--- src/hw/rtl/ntwt_pkg.sv ---
// ---------------------------------------------------------------------------
// ntwt_pkg
// shared types and constants of the number-to-word token block
// ---------------------------------------------------------------------------
package ntwt_pkg;

   localparam int VALUE_W   = 40;
   localparam int WORD_W    = 6;
   localparam int DIGIT_W   = 4;
   localparam int NUM_DIGIT = 12;
   localparam int BCD_W     = NUM_DIGIT * DIGIT_W;
   localparam int GROUP_W   = 3 * DIGIT_W;
   localparam int GRP_IDX_W = 2;
   localparam int CNT_W     = 6;

   localparam logic [VALUE_W-1:0] VALUE_LIMIT = 40'd999999999999;
   localparam logic [CNT_W-1:0]   CONV_CYCLES = CNT_W'(VALUE_W);

   // word codes
   localparam logic [WORD_W-1:0] W_ZERO     = 6'd0;
   localparam logic [WORD_W-1:0] W_TWENTY   = 6'd20;
   localparam logic [WORD_W-1:0] W_NINETY   = 6'd27;
   localparam logic [WORD_W-1:0] W_HUNDRED  = 6'd28;
   localparam logic [WORD_W-1:0] W_AND      = 6'd29;
   localparam logic [WORD_W-1:0] W_THOUSAND = 6'd30;
   localparam logic [WORD_W-1:0] W_MILLION  = 6'd31;
   localparam logic [WORD_W-1:0] W_BILLION  = 6'd32;

   // three-digit groups, most significant first
   localparam logic [GRP_IDX_W-1:0] GRP_BILLION  = 2'd0;
   localparam logic [GRP_IDX_W-1:0] GRP_MILLION  = 2'd1;
   localparam logic [GRP_IDX_W-1:0] GRP_THOUSAND = 2'd2;
   localparam logic [GRP_IDX_W-1:0] GRP_UNITS    = 2'd3;

   typedef enum logic [2:0] {
      TOK_HDIG,
      TOK_HUND,
      TOK_AND,
      TOK_TENS,
      TOK_UNITS,
      TOK_SCALE,
      TOK_ZERO,
      TOK_ERR
   } tok_kind_type;

   typedef enum logic [3:0] {
      ST_IDLE,
      ST_CONV,
      ST_SEEK,
      ST_HDIG,
      ST_HUND,
      ST_AND,
      ST_LOW,
      ST_UNITS,
      ST_SCALE,
      ST_ZERO,
      ST_ERR
   } state_type;

   typedef struct packed {
      logic         load;
      logic         shift;
      logic         next_grp;
      logic         emit;
      tok_kind_type kind;
      logic         last;
   } dp_cmd_type;

   typedef struct packed {
      logic conv_done;
      logic oor;
      logic val_zero;
      logic grp_nz;
      logic is_units;
      logic rest_zero;
      logic h_nz;
      logic r_nz;
      logic t_ge2;
      logic u_nz;
      logic out_free;
   } dp_status_type;

endpackage

--- src/hw/rtl/ntwt_ctrl.sv ---
// ---------------------------------------------------------------------------
// ntwt_ctrl
// sequencer: conversion, group walk and token emission order
// ---------------------------------------------------------------------------
module ntwt_ctrl (
   input  logic                   clock,
   input  logic                   reset,
   input  logic                   req_tvalid,
   output logic                   req_tready,
   input  ntwt_pkg::dp_status_type sts,
   output ntwt_pkg::dp_cmd_type    cmd
);
   import ntwt_pkg::*;

   state_type state_ff;
   state_type state_in;
   logic      group_end;

   // after the units word of a group: scale word, or done in the units group
   assign group_end = sts.is_units;

   always_comb begin
      state_in = state_ff;
      case (state_ff)
         ST_IDLE: begin
            if (req_tvalid) state_in = ST_CONV;
         end
         ST_CONV: begin
            if (sts.conv_done) begin
               if (sts.oor)           state_in = ST_ERR;
               else if (sts.val_zero) state_in = ST_ZERO;
               else                   state_in = ST_SEEK;
            end
         end
         ST_SEEK: begin
            if (sts.grp_nz) state_in = sts.h_nz ? ST_HDIG : ST_LOW;
         end
         ST_HDIG: begin
            if (sts.out_free) state_in = ST_HUND;
         end
         ST_HUND: begin
            if (sts.out_free) begin
               if (sts.r_nz)       state_in = ST_AND;
               else if (group_end) state_in = ST_IDLE;
               else                state_in = ST_SCALE;
            end
         end
         ST_AND: begin
            if (sts.out_free) state_in = ST_LOW;
         end
         ST_LOW: begin
            if (sts.out_free) begin
               if (sts.t_ge2 && sts.u_nz) state_in = ST_UNITS;
               else if (group_end)        state_in = ST_IDLE;
               else                       state_in = ST_SCALE;
            end
         end
         ST_UNITS: begin
            if (sts.out_free) state_in = group_end ? ST_IDLE : ST_SCALE;
         end
         ST_SCALE: begin
            if (sts.out_free) state_in = sts.rest_zero ? ST_IDLE : ST_SEEK;
         end
         ST_ZERO, ST_ERR: begin
            if (sts.out_free) state_in = ST_IDLE;
         end
         default: begin
            state_in = ST_IDLE;
         end
      endcase
   end

   always_comb begin
      req_tready   = 1'b0;
      cmd          = '0;
      cmd.kind     = TOK_ZERO;
      case (state_ff)
         ST_IDLE: begin
            req_tready = 1'b1;
            cmd.load   = req_tvalid;
         end
         ST_CONV: begin
            cmd.shift = !sts.conv_done;
         end
         ST_SEEK: begin
            cmd.next_grp = !sts.grp_nz;
         end
         ST_HDIG: begin
            cmd.emit = sts.out_free;
            cmd.kind = TOK_HDIG;
         end
         ST_HUND: begin
            cmd.emit = sts.out_free;
            cmd.kind = TOK_HUND;
            cmd.last = group_end && !sts.r_nz;
         end
         ST_AND: begin
            cmd.emit = sts.out_free;
            cmd.kind = TOK_AND;
         end
         ST_LOW: begin
            cmd.emit = sts.out_free;
            if (sts.t_ge2) begin
               cmd.kind = TOK_TENS;
               cmd.last = group_end && !sts.u_nz;
            end else begin
               cmd.kind = TOK_UNITS;
               cmd.last = group_end;
            end
         end
         ST_UNITS: begin
            cmd.emit = sts.out_free;
            cmd.kind = TOK_UNITS;
            cmd.last = group_end;
         end
         ST_SCALE: begin
            cmd.emit     = sts.out_free;
            cmd.kind     = TOK_SCALE;
            cmd.last     = sts.rest_zero;
            cmd.next_grp = sts.out_free && !sts.rest_zero;
         end
         ST_ZERO: begin
            cmd.emit = sts.out_free;
            cmd.kind = TOK_ZERO;
            cmd.last = 1'b1;
         end
         ST_ERR: begin
            cmd.emit = sts.out_free;
            cmd.kind = TOK_ERR;
            cmd.last = 1'b1;
         end
         default: begin
            cmd = '0;
         end
      endcase
   end

   always_ff @(posedge clock) begin
      if (reset) begin
         state_ff <= ST_IDLE;
      end else begin
         state_ff <= state_in;
      end
   end

endmodule

--- src/hw/rtl/ntwt_dp.sv ---
// ---------------------------------------------------------------------------
// ntwt_dp
// datapath: bit-serial binary to bcd, group digit select, token register
// ---------------------------------------------------------------------------
module ntwt_dp (
   input  logic                              clock,
   input  logic                              reset,
   input  logic [ntwt_pkg::VALUE_W-1:0]      req_value,
   input  ntwt_pkg::dp_cmd_type              cmd,
   output ntwt_pkg::dp_status_type           sts,
   input  logic                              rsp_tready,
   output logic                              rsp_tvalid,
   output logic [ntwt_pkg::WORD_W-1:0]       rsp_word,
   output logic                              rsp_hyphen,
   output logic                              rsp_last,
   output logic                              rsp_oor
);
   import ntwt_pkg::*;

   logic [VALUE_W-1:0]   bin_ff,   bin_in;
   logic [BCD_W-1:0]     bcd_ff,   bcd_in;
   logic [CNT_W-1:0]     cnt_ff,   cnt_in;
   logic [GRP_IDX_W-1:0] grp_ff,   grp_in;
   logic                 oor_ff,   oor_in;
   logic                 valid_ff, valid_in;
   logic [WORD_W-1:0]    word_ff,  word_in;
   logic                 hyph_ff,  hyph_in;
   logic                 last_ff,  last_in;
   logic                 eoor_ff,  eoor_in;

   logic [BCD_W-1:0]     adj;
   logic [GROUP_W-1:0]   grp_dig;
   logic [DIGIT_W-1:0]   h, t, u;
   logic                 rest_zero;
   logic [WORD_W-1:0]    tok_word;
   logic                 out_free;

   // add-3 correction on every digit before the shift
   always_comb begin
      for (int i = 0; i < NUM_DIGIT; i++) begin
         if (bcd_ff[i*DIGIT_W +: DIGIT_W] >= 4'd5)
            adj[i*DIGIT_W +: DIGIT_W] = bcd_ff[i*DIGIT_W +: DIGIT_W] + 4'd3;
         else
            adj[i*DIGIT_W +: DIGIT_W] = bcd_ff[i*DIGIT_W +: DIGIT_W];
      end
   end

   // current group digits and whether all lower groups are zero
   always_comb begin
      case (grp_ff)
         GRP_BILLION: begin
            grp_dig   = bcd_ff[4*GROUP_W-1 -: GROUP_W];
            rest_zero = (bcd_ff[3*GROUP_W-1:0] == '0);
         end
         GRP_MILLION: begin
            grp_dig   = bcd_ff[3*GROUP_W-1 -: GROUP_W];
            rest_zero = (bcd_ff[2*GROUP_W-1:0] == '0);
         end
         GRP_THOUSAND: begin
            grp_dig   = bcd_ff[2*GROUP_W-1 -: GROUP_W];
            rest_zero = (bcd_ff[GROUP_W-1:0] == '0);
         end
         default: begin
            grp_dig   = bcd_ff[GROUP_W-1:0];
            rest_zero = 1'b1;
         end
      endcase
   end

   assign h = grp_dig[3*DIGIT_W-1 -: DIGIT_W];
   assign t = grp_dig[2*DIGIT_W-1 -: DIGIT_W];
   assign u = grp_dig[DIGIT_W-1:0];

   assign out_free = !valid_ff || rsp_tready;

   always_comb begin
      sts.conv_done = (cnt_ff == '0);
      sts.oor       = oor_ff;
      sts.val_zero  = (bcd_ff == '0);
      sts.grp_nz    = (grp_dig != '0);
      sts.is_units  = (grp_ff == GRP_UNITS);
      sts.rest_zero = rest_zero;
      sts.h_nz      = (h != '0);
      sts.r_nz      = (t != '0) || (u != '0);
      sts.t_ge2     = (t[DIGIT_W-1:1] != '0);
      sts.u_nz      = (u != '0);
      sts.out_free  = out_free;
   end

   // word code for the token kind
   always_comb begin
      case (cmd.kind)
         TOK_HDIG:  tok_word = {2'b00, h};
         TOK_HUND:  tok_word = W_HUNDRED;
         TOK_AND:   tok_word = W_AND;
         TOK_TENS:  tok_word = W_TWENTY + {2'b00, t} - 6'd2;
         TOK_UNITS: begin
            if (sts.t_ge2) tok_word = {2'b00, u};
            else tok_word = ({2'b00, t} << 3) + ({2'b00, t} << 1) + {2'b00, u};
         end
         TOK_SCALE: tok_word = W_BILLION - {4'b0000, grp_ff};
         default:   tok_word = W_ZERO;
      endcase
   end

   always_comb begin
      bin_in = bin_ff;
      bcd_in = bcd_ff;
      cnt_in = cnt_ff;
      grp_in = grp_ff;
      oor_in = oor_ff;
      if (cmd.load) begin
         bin_in = req_value;
         bcd_in = '0;
         cnt_in = CONV_CYCLES;
         grp_in = GRP_BILLION;
         oor_in = (req_value > VALUE_LIMIT);
      end else begin
         if (cmd.shift) begin
            bin_in = {bin_ff[VALUE_W-2:0], 1'b0};
            bcd_in = {adj[BCD_W-2:0], bin_ff[VALUE_W-1]};
            cnt_in = cnt_ff - CNT_W'(1);
         end
         if (cmd.next_grp) grp_in = grp_ff + GRP_IDX_W'(1);
      end
   end

   always_comb begin
      valid_in = valid_ff && !rsp_tready;
      word_in  = word_ff;
      hyph_in  = hyph_ff;
      last_in  = last_ff;
      eoor_in  = eoor_ff;
      if (cmd.emit) begin
         valid_in = 1'b1;
         word_in  = tok_word;
         hyph_in  = (cmd.kind == TOK_TENS) && sts.u_nz;
         last_in  = cmd.last;
         eoor_in  = (cmd.kind == TOK_ERR);
      end
   end

   always_ff @(posedge clock) begin
      if (reset) begin
         cnt_ff   <= '0;
         grp_ff   <= GRP_BILLION;
         valid_ff <= 1'b0;
      end else begin
         cnt_ff   <= cnt_in;
         grp_ff   <= grp_in;
         valid_ff <= valid_in;
      end
   end

   always_ff @(posedge clock) begin
      bin_ff  <= bin_in;
      bcd_ff  <= bcd_in;
      oor_ff  <= oor_in;
      word_ff <= word_in;
      hyph_ff <= hyph_in;
      last_ff <= last_in;
      eoor_ff <= eoor_in;
   end

   assign rsp_tvalid = valid_ff;
   assign rsp_word   = word_ff;
   assign rsp_hyphen = hyph_ff;
   assign rsp_last   = last_ff;
   assign rsp_oor    = eoor_ff;

endmodule

--- src/hw/rtl/number_to_word_tokens_top.sv ---
// ---------------------------------------------------------------------------
// number_to_word_tokens_top
// spells an unsigned number in english as a run of word-token beats
// ---------------------------------------------------------------------------
// one 40-bit value is taken per request beat and answered by a run of
// response beats, one word token each, with tlast on the final token; a
// value above 999999999999 gives one beat with tuser set and word zero.
// an item is accepted, then converted from binary to bcd bit-serially
// (one input bit per cycle through the add-3 shift register), then the
// finished conversion is branched on; then the tokens (1 to 23) are
// emitted with a group seek for each three-digit group visited (none
// for zero or an error, up to 4); token emission waits while the
// response side stalls. one item is in work at a time; the final token
// sits in the response register while the next value is already taken.
module number_to_word_tokens_top (
   input  logic        clock,
   input  logic        reset,
   // request side
   input  logic        req_tvalid,
   output logic        req_tready,
   input  logic [39:0] req_tdata,   // [39:0] value
   // response side
   output logic        rsp_tvalid,
   input  logic        rsp_tready,
   output logic [7:0]  rsp_tdata,   // [5:0] word, [6] hyphen_follows, [7] zero
   output logic        rsp_tlast,   // last_word
   output logic        rsp_tuser    // [0] out_of_range
);
   import ntwt_pkg::*;

   dp_cmd_type        cmd;
   dp_status_type     sts;
   logic [WORD_W-1:0] rsp_word;
   logic              rsp_hyphen;

   // state machine: walks groups and picks the next token kind
   ntwt_ctrl u_ctrl (
      .clock      (clock),
      .reset      (reset),
      .req_tvalid (req_tvalid),
      .req_tready (req_tready),
      .sts        (sts),
      .cmd        (cmd)
   );

   // conversion registers, digit select and the response register
   ntwt_dp u_dp (
      .clock      (clock),
      .reset      (reset),
      .req_value  (req_tdata[VALUE_W-1:0]),
      .cmd        (cmd),
      .sts        (sts),
      .rsp_tready (rsp_tready),
      .rsp_tvalid (rsp_tvalid),
      .rsp_word   (rsp_word),
      .rsp_hyphen (rsp_hyphen),
      .rsp_last   (rsp_tlast),
      .rsp_oor    (rsp_tuser)
   );

   // pack word and hyphen flag, pad to a whole byte
   assign rsp_tdata = {1'b0, rsp_hyphen, rsp_word};

endmodule

--- config.mk ---
export PLATFORM = sky130hd
export DESIGN_NAME = number_to_word_tokens_top
export DESIGN_NICKNAME = d
export VERILOG_FILES = /design/src/hw/rtl/ntwt_pkg.sv /design/src/hw/rtl/ntwt_ctrl.sv /design/src/hw/rtl/ntwt_dp.sv /design/src/hw/rtl/number_to_word_tokens_top.sv
export SDC_FILE = /design/constraint.sdc
export NUM_CORES = 1
export LEC_CHECK = 0
export BUFFER_PORTS_ARGS = -buffer_cell sky130_fd_sc_hd__buf_4
export CAP_MARGIN = 5
export CORE_MARGIN = 2
export CORE_UTILIZATION = 55
export CTS_CLUSTER_DIAMETER = 60
export CTS_CLUSTER_SIZE = 8
export DETAILED_ROUTE_END_ITERATION = 8
export GPL_ROUTABILITY_DRIVEN = 0
export PLACE_DENSITY = 0.72
export SETUP_SLACK_MARGIN = 0.15
export SLEW_MARGIN = 20
export SYNTH_ARGS = -nofsm -noshare
export SYNTH_HDL_FRONTEND = slang
export SYNTH_SLANG_ARGS = --single-unit
--- constraint.sdc ---
create_clock -name clock -period 5.3 [get_ports clock]
set_input_delay 0.265 -clock clock [delete_from_list [all_inputs] [get_ports clock]]
set_output_delay 0.265 -clock clock [all_outputs]
set_load 0.005 [all_outputs]
==> flow_results.xml, run 1 <==
<?xml version="1.0" encoding="UTF-8"?>
<metrics>
  <group name="clocking">
    <metric name="htree_levels" unit="">3</metric>
    <metric name="cts_setup_buffers" unit="">0</metric>
    <metric name="cts_resized" unit="">0</metric>
    <metric name="tritoncts.num_buffers" unit="">9</metric>
    <metric name="cts-root-to-sink-buffers" unit="">2</metric>
    <metric name="clk_latency" unit="ns">0.36</metric>
    <metric name="cts.clk_slew.worst_paths" unit="ns">0.07</metric>
    <metric name="tritoncts" unit="">yes</metric>
    <metric name="clock-root-buffer" unit="">sky130_fd_sc_hd__clkbuf_16</metric>
    <metric name="cts_hold_buffers" unit="">0</metric>
    <metric name="clock_sink_count" unit="">111</metric>
  </group>
  <group name="setup_path">
    <metric name="rr_startpoint" unit="">u_dp.grp_ff[0]$_SDFFE_PP0P_</metric>
    <metric name="crit-reg2reg-capture" unit="">u_dp.rsp_word[5]$_DFFE_PP_</metric>
    <metric name="required" unit="ns">5.41</metric>
    <metric name="crit_path_capture" unit="">u_dp.rsp_word[5]$_DFFE_PP_</metric>
    <metric name="critical_path_peak_fanout" unit="">15</metric>
    <metric name="cp_cell_sequence" unit="">ha_1, mux2i_1, fa_1, ha_1, a21o_1, a21oi_1, xnor2_1, xnor2_1, nor3_1, a221o_1</metric>
    <metric name="slowest_stage" unit="">sky130_fd_sc_hd__ha_1</metric>
    <metric name="worstPathArrival" unit="ns">3.93</metric>
    <metric name="timing.setup.critical_path_class" unit="">reg -&gt; reg</metric>
    <metric name="critPathLaunch" unit="">u_dp.grp_ff[0]$_SDFFE_PP0P_</metric>
    <metric name="crit_path_max_incr_delay" unit="ns">0.72</metric>
    <metric name="end_kind" unit="">flop</metric>
    <metric name="r2r_setup_slack" unit="ns">1.48</metric>
    <metric name="reg2reg_depth" unit="">10</metric>
    <metric name="cp-start-kind" unit="">flop</metric>
  </group>
  <group name="power_and_ir_drop">
    <metric name="power_density" unit="nW/um^2">473.2</metric>
    <metric name="power.leakage" unit="nW">2.857</metric>
    <metric name="vdd_ir_drop_max" unit="V">0.0003546</metric>
  </group>
  <group name="synthesis">
    <metric name="postSynthAreaPerCell" unit="sq um">8.977</metric>
    <metric name="synth_edf_count" unit="">50</metric>
    <metric name="post_synth_instance_area" unit="sq um">6526</metric>
    <metric name="ys_seq_elements" unit="">111</metric>
    <metric name="synth.area.top_cells" unit="">sky130_fd_sc_hd__edfxtp_1 (23%), sky130_fd_sc_hd__dfxtp_1 (19%), sky130_fd_sc_hd__ha_1 (9.8%), sky130_fd_sc_hd__nand2_1 (7.8%), sky130_fd_sc_hd__a21oi_1 (4.6%)</metric>
    <metric name="synth_cells" unit="">727</metric>
    <metric name="synth_top_area_share" unit="%">23.01</metric>
    <metric name="synth-async-reset-ratio" unit="%">0</metric>
    <metric name="mappedNetlistNets" unit="">824</metric>
    <metric name="synth_top_area_cell" unit="">sky130_fd_sc_hd__edfxtp_1</metric>
    <metric name="synth_seq_area_share" unit="%">41.72</metric>
    <metric name="synth-main-ff-cell" unit="">sky130_fd_sc_hd__dfxtp_1</metric>
    <metric name="synth.yosys.warnings" unit="">0</metric>
    <metric name="distinct_cell_type_count_of_the_synthesized_netlist" unit="">65</metric>
  </group>
  <group name="grt">
    <metric name="via_count_of_the_first_global_routing_pass" unit="">5239</metric>
    <metric name="grtUsageTotal" unit="%">24.85</metric>
    <metric name="antenna_found_initial" unit="">0</metric>
    <metric name="grt_remaining_overflow" unit="">0</metric>
    <metric name="grt_first_pass_wirelength" unit="microns">25520</metric>
    <metric name="grt_start_max_net_pins" unit="">52</metric>
  </group>
  <group name="finish">
    <metric name="mostFrequentLayoutCells" unit="">sky130_fd_sc_hd__nand2_1 (136), sky130_fd_sc_hd__dfxtp_1 (61), sky130_fd_sc_hd__a21oi_1 (60)</metric>
    <metric name="num-nets-final" unit="">862</metric>
    <metric name="post_route_cells_drive_above_1_share" unit="%">11.82</metric>
    <metric name="synthToLayoutAreaGrowth" unit="%">11.23</metric>
    <metric name="layoutNonFillerInstCount" unit="">913</metric>
    <metric name="fillerInstances" unit="">968</metric>
    <metric name="n_antenna_cell" unit="">0</metric>
    <metric name="mostFrequentLayoutCell" unit="">sky130_fd_sc_hd__nand2_1</metric>
  </group>
  <group name="floorplanning">
    <metric name="fp.dieH" unit="microns">112.9</metric>
    <metric name="ioPinCount" unit="">56</metric>
    <metric name="initial_core_util" unit="%">56.67</metric>
    <metric name="die-area" unit="sq um">12750</metric>
    <metric name="die_x" unit="microns">112.9</metric>
    <metric name="floorplan.rows" unit="">39</metric>
    <metric name="core_area" unit="sq um">11520</metric>
  </group>
  <group name="sta">
    <metric name="setup_violations" unit="">0</metric>
    <metric name="worst_slew_margin_rel" unit="%">42.94</metric>
    <metric name="rsz0062_at_grt" unit="">no</metric>
    <metric name="final.min_clock_period" unit="ns">3.823</metric>
    <metric name="worst-slew-pin-transition" unit="ns">0.8559</metric>
    <metric name="timing.clock.skew" unit="ns">0.008800</metric>
    <metric name="timing.final.hold_violations" unit="">0</metric>
    <metric name="setup_total_negative_slack" unit="ns">0</metric>
    <metric name="fmaxAchievable" unit="MHz">261.6</metric>
    <metric name="min_period_over_period" unit="%">72.13</metric>
    <metric name="final-max-slew-violation-count" unit="">0</metric>
  </group>
  <group name="detailed_routing">
    <metric name="drt_pre_antenna_iters" unit="">9</metric>
    <metric name="route.detailed.wl_per_inst" unit="microns">16.88</metric>
    <metric name="detailedRoute.firstIterationViolations" unit="">456</metric>
    <metric name="drc" unit="">2</metric>
    <metric name="ant_nets" unit="">0</metric>
    <metric name="route.vias.total" unit="">5475</metric>
    <metric name="totalWireLength" unit="microns">15410</metric>
    <metric name="vias_per_cell" unit="">5.997</metric>
  </group>
  <group name="placement">
    <metric name="io_buffer_count" unit="">54</metric>
    <metric name="post-dp-hpwl" unit="microns">11020</metric>
    <metric name="post-place-cells" unit="">897</metric>
  </group>
  <group name="job">
    <metric name="cap_viol_max_count" unit="">0</metric>
  </group>
  <group name="status">
    <metric name="outcome" unit="">finished, violations left</metric>
    <metric name="failed_checks" unit="">DRC</metric>
  </group>
  <group name="min_path">
    <metric name="hold_path.class" unit="">in -&gt; reg</metric>
  </group>
</metrics>
## sequential cells by signal, indices dropped and copies added, names as in the netlist
register         flops
u_dp.bcd_ff         48
u_dp.bin_ff         40
u_dp.cnt_ff          6
u_dp.rsp_word        6
u_ctrl.state_ff      4
u_dp.grp_ff          2
u_dp.oor_ff          1
u_dp.rsp_hyphen      1
u_dp.rsp_last        1
u_dp.rsp_oor         1
u_dp.rsp_tvalid      1
## how the worst min path moves through the flow
stage,slack [ns],depth (start not counted),from,endpoint
2_1_floorplan,0.33,1,reset,u_dp.cnt_ff[3]$_SDFFE_PP0P_
3_3_place_gp,0.43,2,u_dp.bin_ff[39]$_DFFE_PP_,u_dp.bcd_ff[0]$_SDFFE_PP0P_
3_5_place_dp,0.44,2,u_dp.bin_ff[39]$_DFFE_PP_,u_dp.bcd_ff[0]$_SDFFE_PP0P_
4_1_cts,0.12,2,reset,u_dp.rsp_tvalid$_SDFF_PP0_
5_1_grt,0.13,2,reset,u_dp.cnt_ff[5]$_SDFFE_PP0P_
6_report,0.13,2,reset,u_dp.cnt_ff[3]$_SDFFE_PP0P_
## layer usage
metal  track usage [%]  up-vias  wire [microns]
li1                  -     2662               -
met1             32.44     2594            6723
met2             40.96      183            7327
met3             6.267       36             945
met4             7.642        0             416
met5                 0        -               0
## worst max-delay path: cells and delay by family (launching register included)
family	cells	cell delay, ns
AO/OA/AOI/OAI	3	0.63
XOR/XNOR	2	0.33
adder cells (fa/ha/maj)	3	1.56
flip-flops	1	0.41
multiplexers	1	0.58
AND/OR/NAND/NOR	1	0.06
## through the flow
step	util, %	power [mW]	hold WS (ns)	cell area (sq um)	setup WS, ns
after CTS	63.04	3.447	0.1183	7259	1.487
after global placement	60.37	2.701	0.4343	6952	1.697
after detailed placement	60.37	2.740	0.4415	6952	1.579
after global routing	63.04	3.665	0.1308	7259	1.335
after floorplan	-	2.372	0.3341	6526	2.028
final	63.04	3.435	0.1251	7259	1.477
## synthesized netlist by cell type, types with 13 or more instances
library cell,instances
sky130_fd_sc_hd__nand2_1,136
sky130_fd_sc_hd__dfxtp_1,61
sky130_fd_sc_hd__a21oi_1,60
sky130_fd_sc_hd__ha_1,51
sky130_fd_sc_hd__edfxtp_1,50
sky130_fd_sc_hd__o21ai_0,47
sky130_fd_sc_hd__inv_1,42
sky130_fd_sc_hd__nor2_1,42
sky130_fd_sc_hd__o22ai_1,26
sky130_fd_sc_hd__xnor2_1,19
sky130_fd_sc_hd__nand2b_1,17
sky130_fd_sc_hd__nand3_1,17
sky130_fd_sc_hd__a222oi_1,13
sky130_fd_sc_hd__clkbuf_1,13
sky130_fd_sc_hd__mux2i_1,13
## kinds of logic (layout without fill, tap and decap cells)
family / Yosys count / after routing / synth area share (%)
AND/OR/NAND/NOR: 271 / 271 / 19.88
AO/OA/AOI/OAI: 175 / 175 / 16.58
flip-flops: 111 / 111 / 41.72
XOR/XNOR: 25 / 25 / 3.355
buffers and inverters: 75 / 118 / 5.425
other: 1 / 1 / 0.05746
multiplexers: 16 / 16 / 2.588
adder cells (fa/ha/maj): 53 / 53 / 10.39
## where the power goes
part | total [mW] | switching [mW] | internal, mW | leakage (nW)
Combinational | 1.30 | 0.889 | 0.407 | 1.73
Sequential | 1.43 | 0.130 | 1.30 | 0.978
Clock | 0.710 | 0.324 | 0.385 | 0.151
## cell type report
| cell class | instances | area (sq um) | area share, % |
|---|---|---|---|
| flip-flops and latches | 111 | 2723 | 37.50 |
| clock inverters | 5 | 65.06 | 0.8962 |
| clock buffers | 11 | 242.7 | 3.344 |
| well taps | 143 | 178.9 | 2.465 |
| multi-input cells | 541 | 3450 | 47.52 |
| inverters | 44 | 165.2 | 2.275 |
| repair buffers | 58 | 435.4 | 5.998 |
Note: power is estimated with default switching activity, not from simulation.
==> run 2: changes to the inputs <==
--- a/config.mk
+++ b/config.mk
@@ -13,7 +13,7 @@
 export CTS_CLUSTER_SIZE = 8
 export DETAILED_ROUTE_END_ITERATION = 8
 export GPL_ROUTABILITY_DRIVEN = 0
-export PLACE_DENSITY = 0.72
+export PLACE_DENSITY = 0.75
 export SETUP_SLACK_MARGIN = 0.15
 export SLEW_MARGIN = 20
 export SYNTH_ARGS = -nofsm -noshare
==> constraint.sdc (replaced) <==
create_clock -name clock -period 3.18 [get_ports clock]
set_input_delay 0.159 -clock clock [delete_from_list [all_inputs] [get_ports clock]]
set_output_delay 0.159 -clock clock [all_outputs]
set_load 0.005 [all_outputs]
==> flow_results.xml, run 2 (synthesis results as in run 1) <==
<?xml version="1.0" encoding="UTF-8"?>
<metrics>
  <group name="floorplanning">
    <metric name="die_x" unit="microns">112.9</metric>
    <metric name="floorplan.rows" unit="">39</metric>
    <metric name="core_area" unit="sq um">11520</metric>
    <metric name="initial_core_util" unit="%">56.67</metric>
    <metric name="die-area" unit="sq um">12750</metric>
    <metric name="fp.dieH" unit="microns">112.9</metric>
    <metric name="ioPinCount" unit="">56</metric>
  </group>
  <group name="setup_path">
    <metric name="required" unit="ns">3.28</metric>
    <metric name="critical_path_peak_fanout" unit="">6</metric>
    <metric name="end_kind" unit="">flop</metric>
    <metric name="crit_path_max_incr_delay" unit="ns">0.59</metric>
    <metric name="worstPathArrival" unit="ns">3.27</metric>
    <metric name="rr_startpoint" unit="">u_dp.grp_ff[0]$_SDFFE_PP0P_</metric>
    <metric name="cp_cell_sequence" unit="">inv_6, ha_4, a222oi_1, mux2i_1, fa_1, ha_1, a21o_1, a21oi_2, xnor2_1, xnor2_1, nor3_1, a221o_1</metric>
    <metric name="timing.setup.critical_path_class" unit="">reg -&gt; reg</metric>
    <metric name="cp-start-kind" unit="">flop</metric>
    <metric name="slowest_stage" unit="">sky130_fd_sc_hd__fa_1</metric>
    <metric name="crit-reg2reg-capture" unit="">u_dp.rsp_word[5]$_DFFE_PP_</metric>
    <metric name="crit_top_cell" unit="">sky130_fd_sc_hd__xnor2_1</metric>
    <metric name="r2r_setup_slack" unit="ns">0.01</metric>
    <metric name="reg2reg_depth" unit="">12</metric>
  </group>
  <group name="finish">
    <metric name="top_register" unit="">u_dp.bcd_ff</metric>
    <metric name="layout_top_registers" unit="">u_dp.bcd_ff x48, u_dp.bin_ff x40</metric>
    <metric name="mostFrequentLayoutCells" unit="">sky130_fd_sc_hd__nand2_1 (136), sky130_fd_sc_hd__buf_4 (78), sky130_fd_sc_hd__a21oi_1 (59), sky130_fd_sc_hd__dfxtp_1 (59), sky130_fd_sc_hd__edfxtp_1 (50)</metric>
    <metric name="mostFrequentLayoutCell" unit="">sky130_fd_sc_hd__nand2_1</metric>
    <metric name="largest_register_ff_count" unit="">48</metric>
    <metric name="num-nets-final" unit="">884</metric>
    <metric name="n_antenna_cell" unit="">0</metric>
    <metric name="synthToLayoutAreaGrowth" unit="%">14.88</metric>
    <metric name="post_route_cells_drive_above_1_share" unit="%">16.04</metric>
  </group>
  <group name="status">
    <metric name="failed_checks" unit="">DRC</metric>
    <metric name="outcome" unit="">finished, violations left</metric>
  </group>
  <group name="sta">
    <metric name="final.min_clock_period" unit="ns">3.165</metric>
    <metric name="fmaxAchievable" unit="MHz">315.9</metric>
    <metric name="worst-slew-pin-transition" unit="ns">0.7082</metric>
    <metric name="worst_slew_margin_rel" unit="%">52.69</metric>
    <metric name="min_period_over_period" unit="%">99.53</metric>
    <metric name="rsz0062_at_grt" unit="">yes</metric>
    <metric name="timing.clock.skew" unit="ns">0.008378</metric>
    <metric name="setup_total_negative_slack" unit="ns">0</metric>
    <metric name="final-max-slew-violation-count" unit="">0</metric>
    <metric name="fin_hold_ws" unit="ns">0.01668</metric>
    <metric name="setup_violations" unit="">0</metric>
    <metric name="timing.final.hold_violations" unit="">0</metric>
  </group>
  <group name="min_path">
    <metric name="worstHoldEndpoint" unit="">u_dp.cnt_ff[5]$_SDFFE_PP0P_</metric>
    <metric name="timing.hold.worst_path_depth" unit="">2</metric>
    <metric name="hold_path.class" unit="">in -&gt; reg</metric>
    <metric name="worst_hold_startpoint" unit="">reset</metric>
  </group>
  <group name="clocking">
    <metric name="cts-root-to-sink-buffers" unit="">2</metric>
    <metric name="tritoncts" unit="">yes</metric>
    <metric name="htree_levels" unit="">3</metric>
    <metric name="clock_sink_count" unit="">111</metric>
    <metric name="cts.clk_slew.worst_paths" unit="ns">0.08</metric>
    <metric name="tritoncts.num_buffers" unit="">9</metric>
    <metric name="clock-root-buffer" unit="">sky130_fd_sc_hd__clkbuf_16</metric>
    <metric name="clk_latency" unit="ns">0.35</metric>
  </group>
  <group name="grt">
    <metric name="via_count_of_the_first_global_routing_pass" unit="">5440</metric>
    <metric name="grt_start_max_net_pins" unit="">68</metric>
    <metric name="grt_remaining_overflow" unit="">0</metric>
    <metric name="grtUsageTotal" unit="%">25.44</metric>
    <metric name="grt_first_pass_wirelength" unit="microns">26320</metric>
    <metric name="antenna_found_initial" unit="">0</metric>
  </group>
  <group name="detailed_routing">
    <metric name="ant_nets" unit="">0</metric>
    <metric name="drc" unit="">4</metric>
    <metric name="detailedRoute.firstIterationViolations" unit="">730</metric>
    <metric name="drt_pre_antenna_iters" unit="">9</metric>
    <metric name="route.detailed.wl_per_inst" unit="microns">17.20</metric>
    <metric name="totalWireLength" unit="microns">16090</metric>
    <metric name="route.vias.total" unit="">5698</metric>
    <metric name="vias_per_cell" unit="">6.094</metric>
  </group>
  <group name="power_and_ir_drop">
    <metric name="vdd_ir_drop_max" unit="V">0.0006050</metric>
    <metric name="power_density" unit="nW/um^2">774.8</metric>
    <metric name="power.leakage" unit="nW">2.990</metric>
    <metric name="power.total" unit="mW">5.809</metric>
  </group>
  <group name="job">
    <metric name="cap_viol_max_count" unit="">0</metric>
  </group>
  <group name="placement">
    <metric name="io_buffer_count" unit="">54</metric>
    <metric name="post-dp-hpwl" unit="microns">11390</metric>
  </group>
</metrics>
## run 2: cell count changes in the layout (fill, tap and decap cells not counted), moves of 3 or more
cell	before	now
sky130_fd_sc_hd__buf_4	58	78
sky130_fd_sc_hd__ha_1	51	48
sky130_fd_sc_hd__ha_4	0	3
sky130_fd_sc_hd__inv_1	42	39
## run 2: critical path: cells and delay by family (launching register included)
family | cells | cell delay (ns)
AO/OA/AOI/OAI | 4 | 0.93
XOR/XNOR | 2 | 0.29
adder cells (fa/ha/maj) | 3 | 0.99
buffers and inverters | 1 | 0.05
flip-flops | 1 | 0.40
multiplexers | 1 | 0.20
AND/OR/NAND/NOR | 1 | 0.06
## run 2: where the power goes
| group | leakage [nW] | internal (mW) | switching [mW] |
|---|---|---|---|
| registers | 0.980 | 2.16 | 0.193 |
| logic | 1.87 | 0.775 | 1.57 |
| clock network | 0.137 | 0.570 | 0.537 |
| total | 2.99 | 3.51 | 2.30 |
## run 2: routing by layer
layer / share of wire (%) / GRT usage, %
met1: 43 / 33.39
met3: 6.2 / 4.713
met4: 2.8 / 10.08
met5: 0 / 0
met2: 48 / 41.93
## run 2: per-stage QoR
step | cell area, sq um | std cells | setup slack (ns) | utilization (%)
after floorplan | 6566 | 727 | 0.09263 | -
after detailed placement | 7098 | 910 | 0.007916 | 61.64
final | 7497 | 935 | 0.01487 | 65.10
after global placement | 7098 | 910 | 0.07798 | 61.64
after CTS | 7445 | 932 | 0.03963 | 64.65
after global routing | 7497 | 935 | -0.1568 | 65.10
## run 2: how the worst max path moves through the flow
| stage | from | endpoint | slack [ns] | cells after the start |
|---|---|---|---|---|
| floorplan | u_dp.grp_ff[0]$_SDFFE_PP0P_ | u_dp.rsp_word[5]$_DFFE_PP_ | 0.09 | 13 |
| global placement | u_dp.grp_ff[0]$_SDFFE_PP0P_ | u_dp.rsp_word[5]$_DFFE_PP_ | 0.08 | 12 |
| detailed placement | u_dp.grp_ff[1]$_SDFFE_PP0P_ | u_dp.rsp_word[5]$_DFFE_PP_ | 0.008 | 12 |
| CTS | u_dp.grp_ff[0]$_SDFFE_PP0P_ | u_dp.rsp_word[5]$_DFFE_PP_ | 0.04 | 12 |
| global route | u_dp.grp_ff[0]$_SDFFE_PP0P_ | u_dp.rsp_word[5]$_DFFE_PP_ | -0.16 | 12 |
| finish | u_dp.grp_ff[0]$_SDFFE_PP0P_ | u_dp.rsp_word[5]$_DFFE_PP_ | 0.01 | 12 |
## run 2: final cells by class
class / count / area [sq um]
Timing Repair Buffer: 80 / 616.8
Inverter: 44 / 172.7
Clock buffer: 11 / 246.5
Multi-Input combinational cell: 541 / 3512
Sequential cell: 111 / 2730
Clock inverter: 5 / 40.04
Fill cell: 894 / 4019
Tap cell: 143 / 178.9
## run 2: what timing repair did
item	in CTS	in global routing
resized for setup	3	11
hold buffers	0	0
buffers inserted	6	3
endpoints found under the setup margin	1	7
pin swaps	4	7
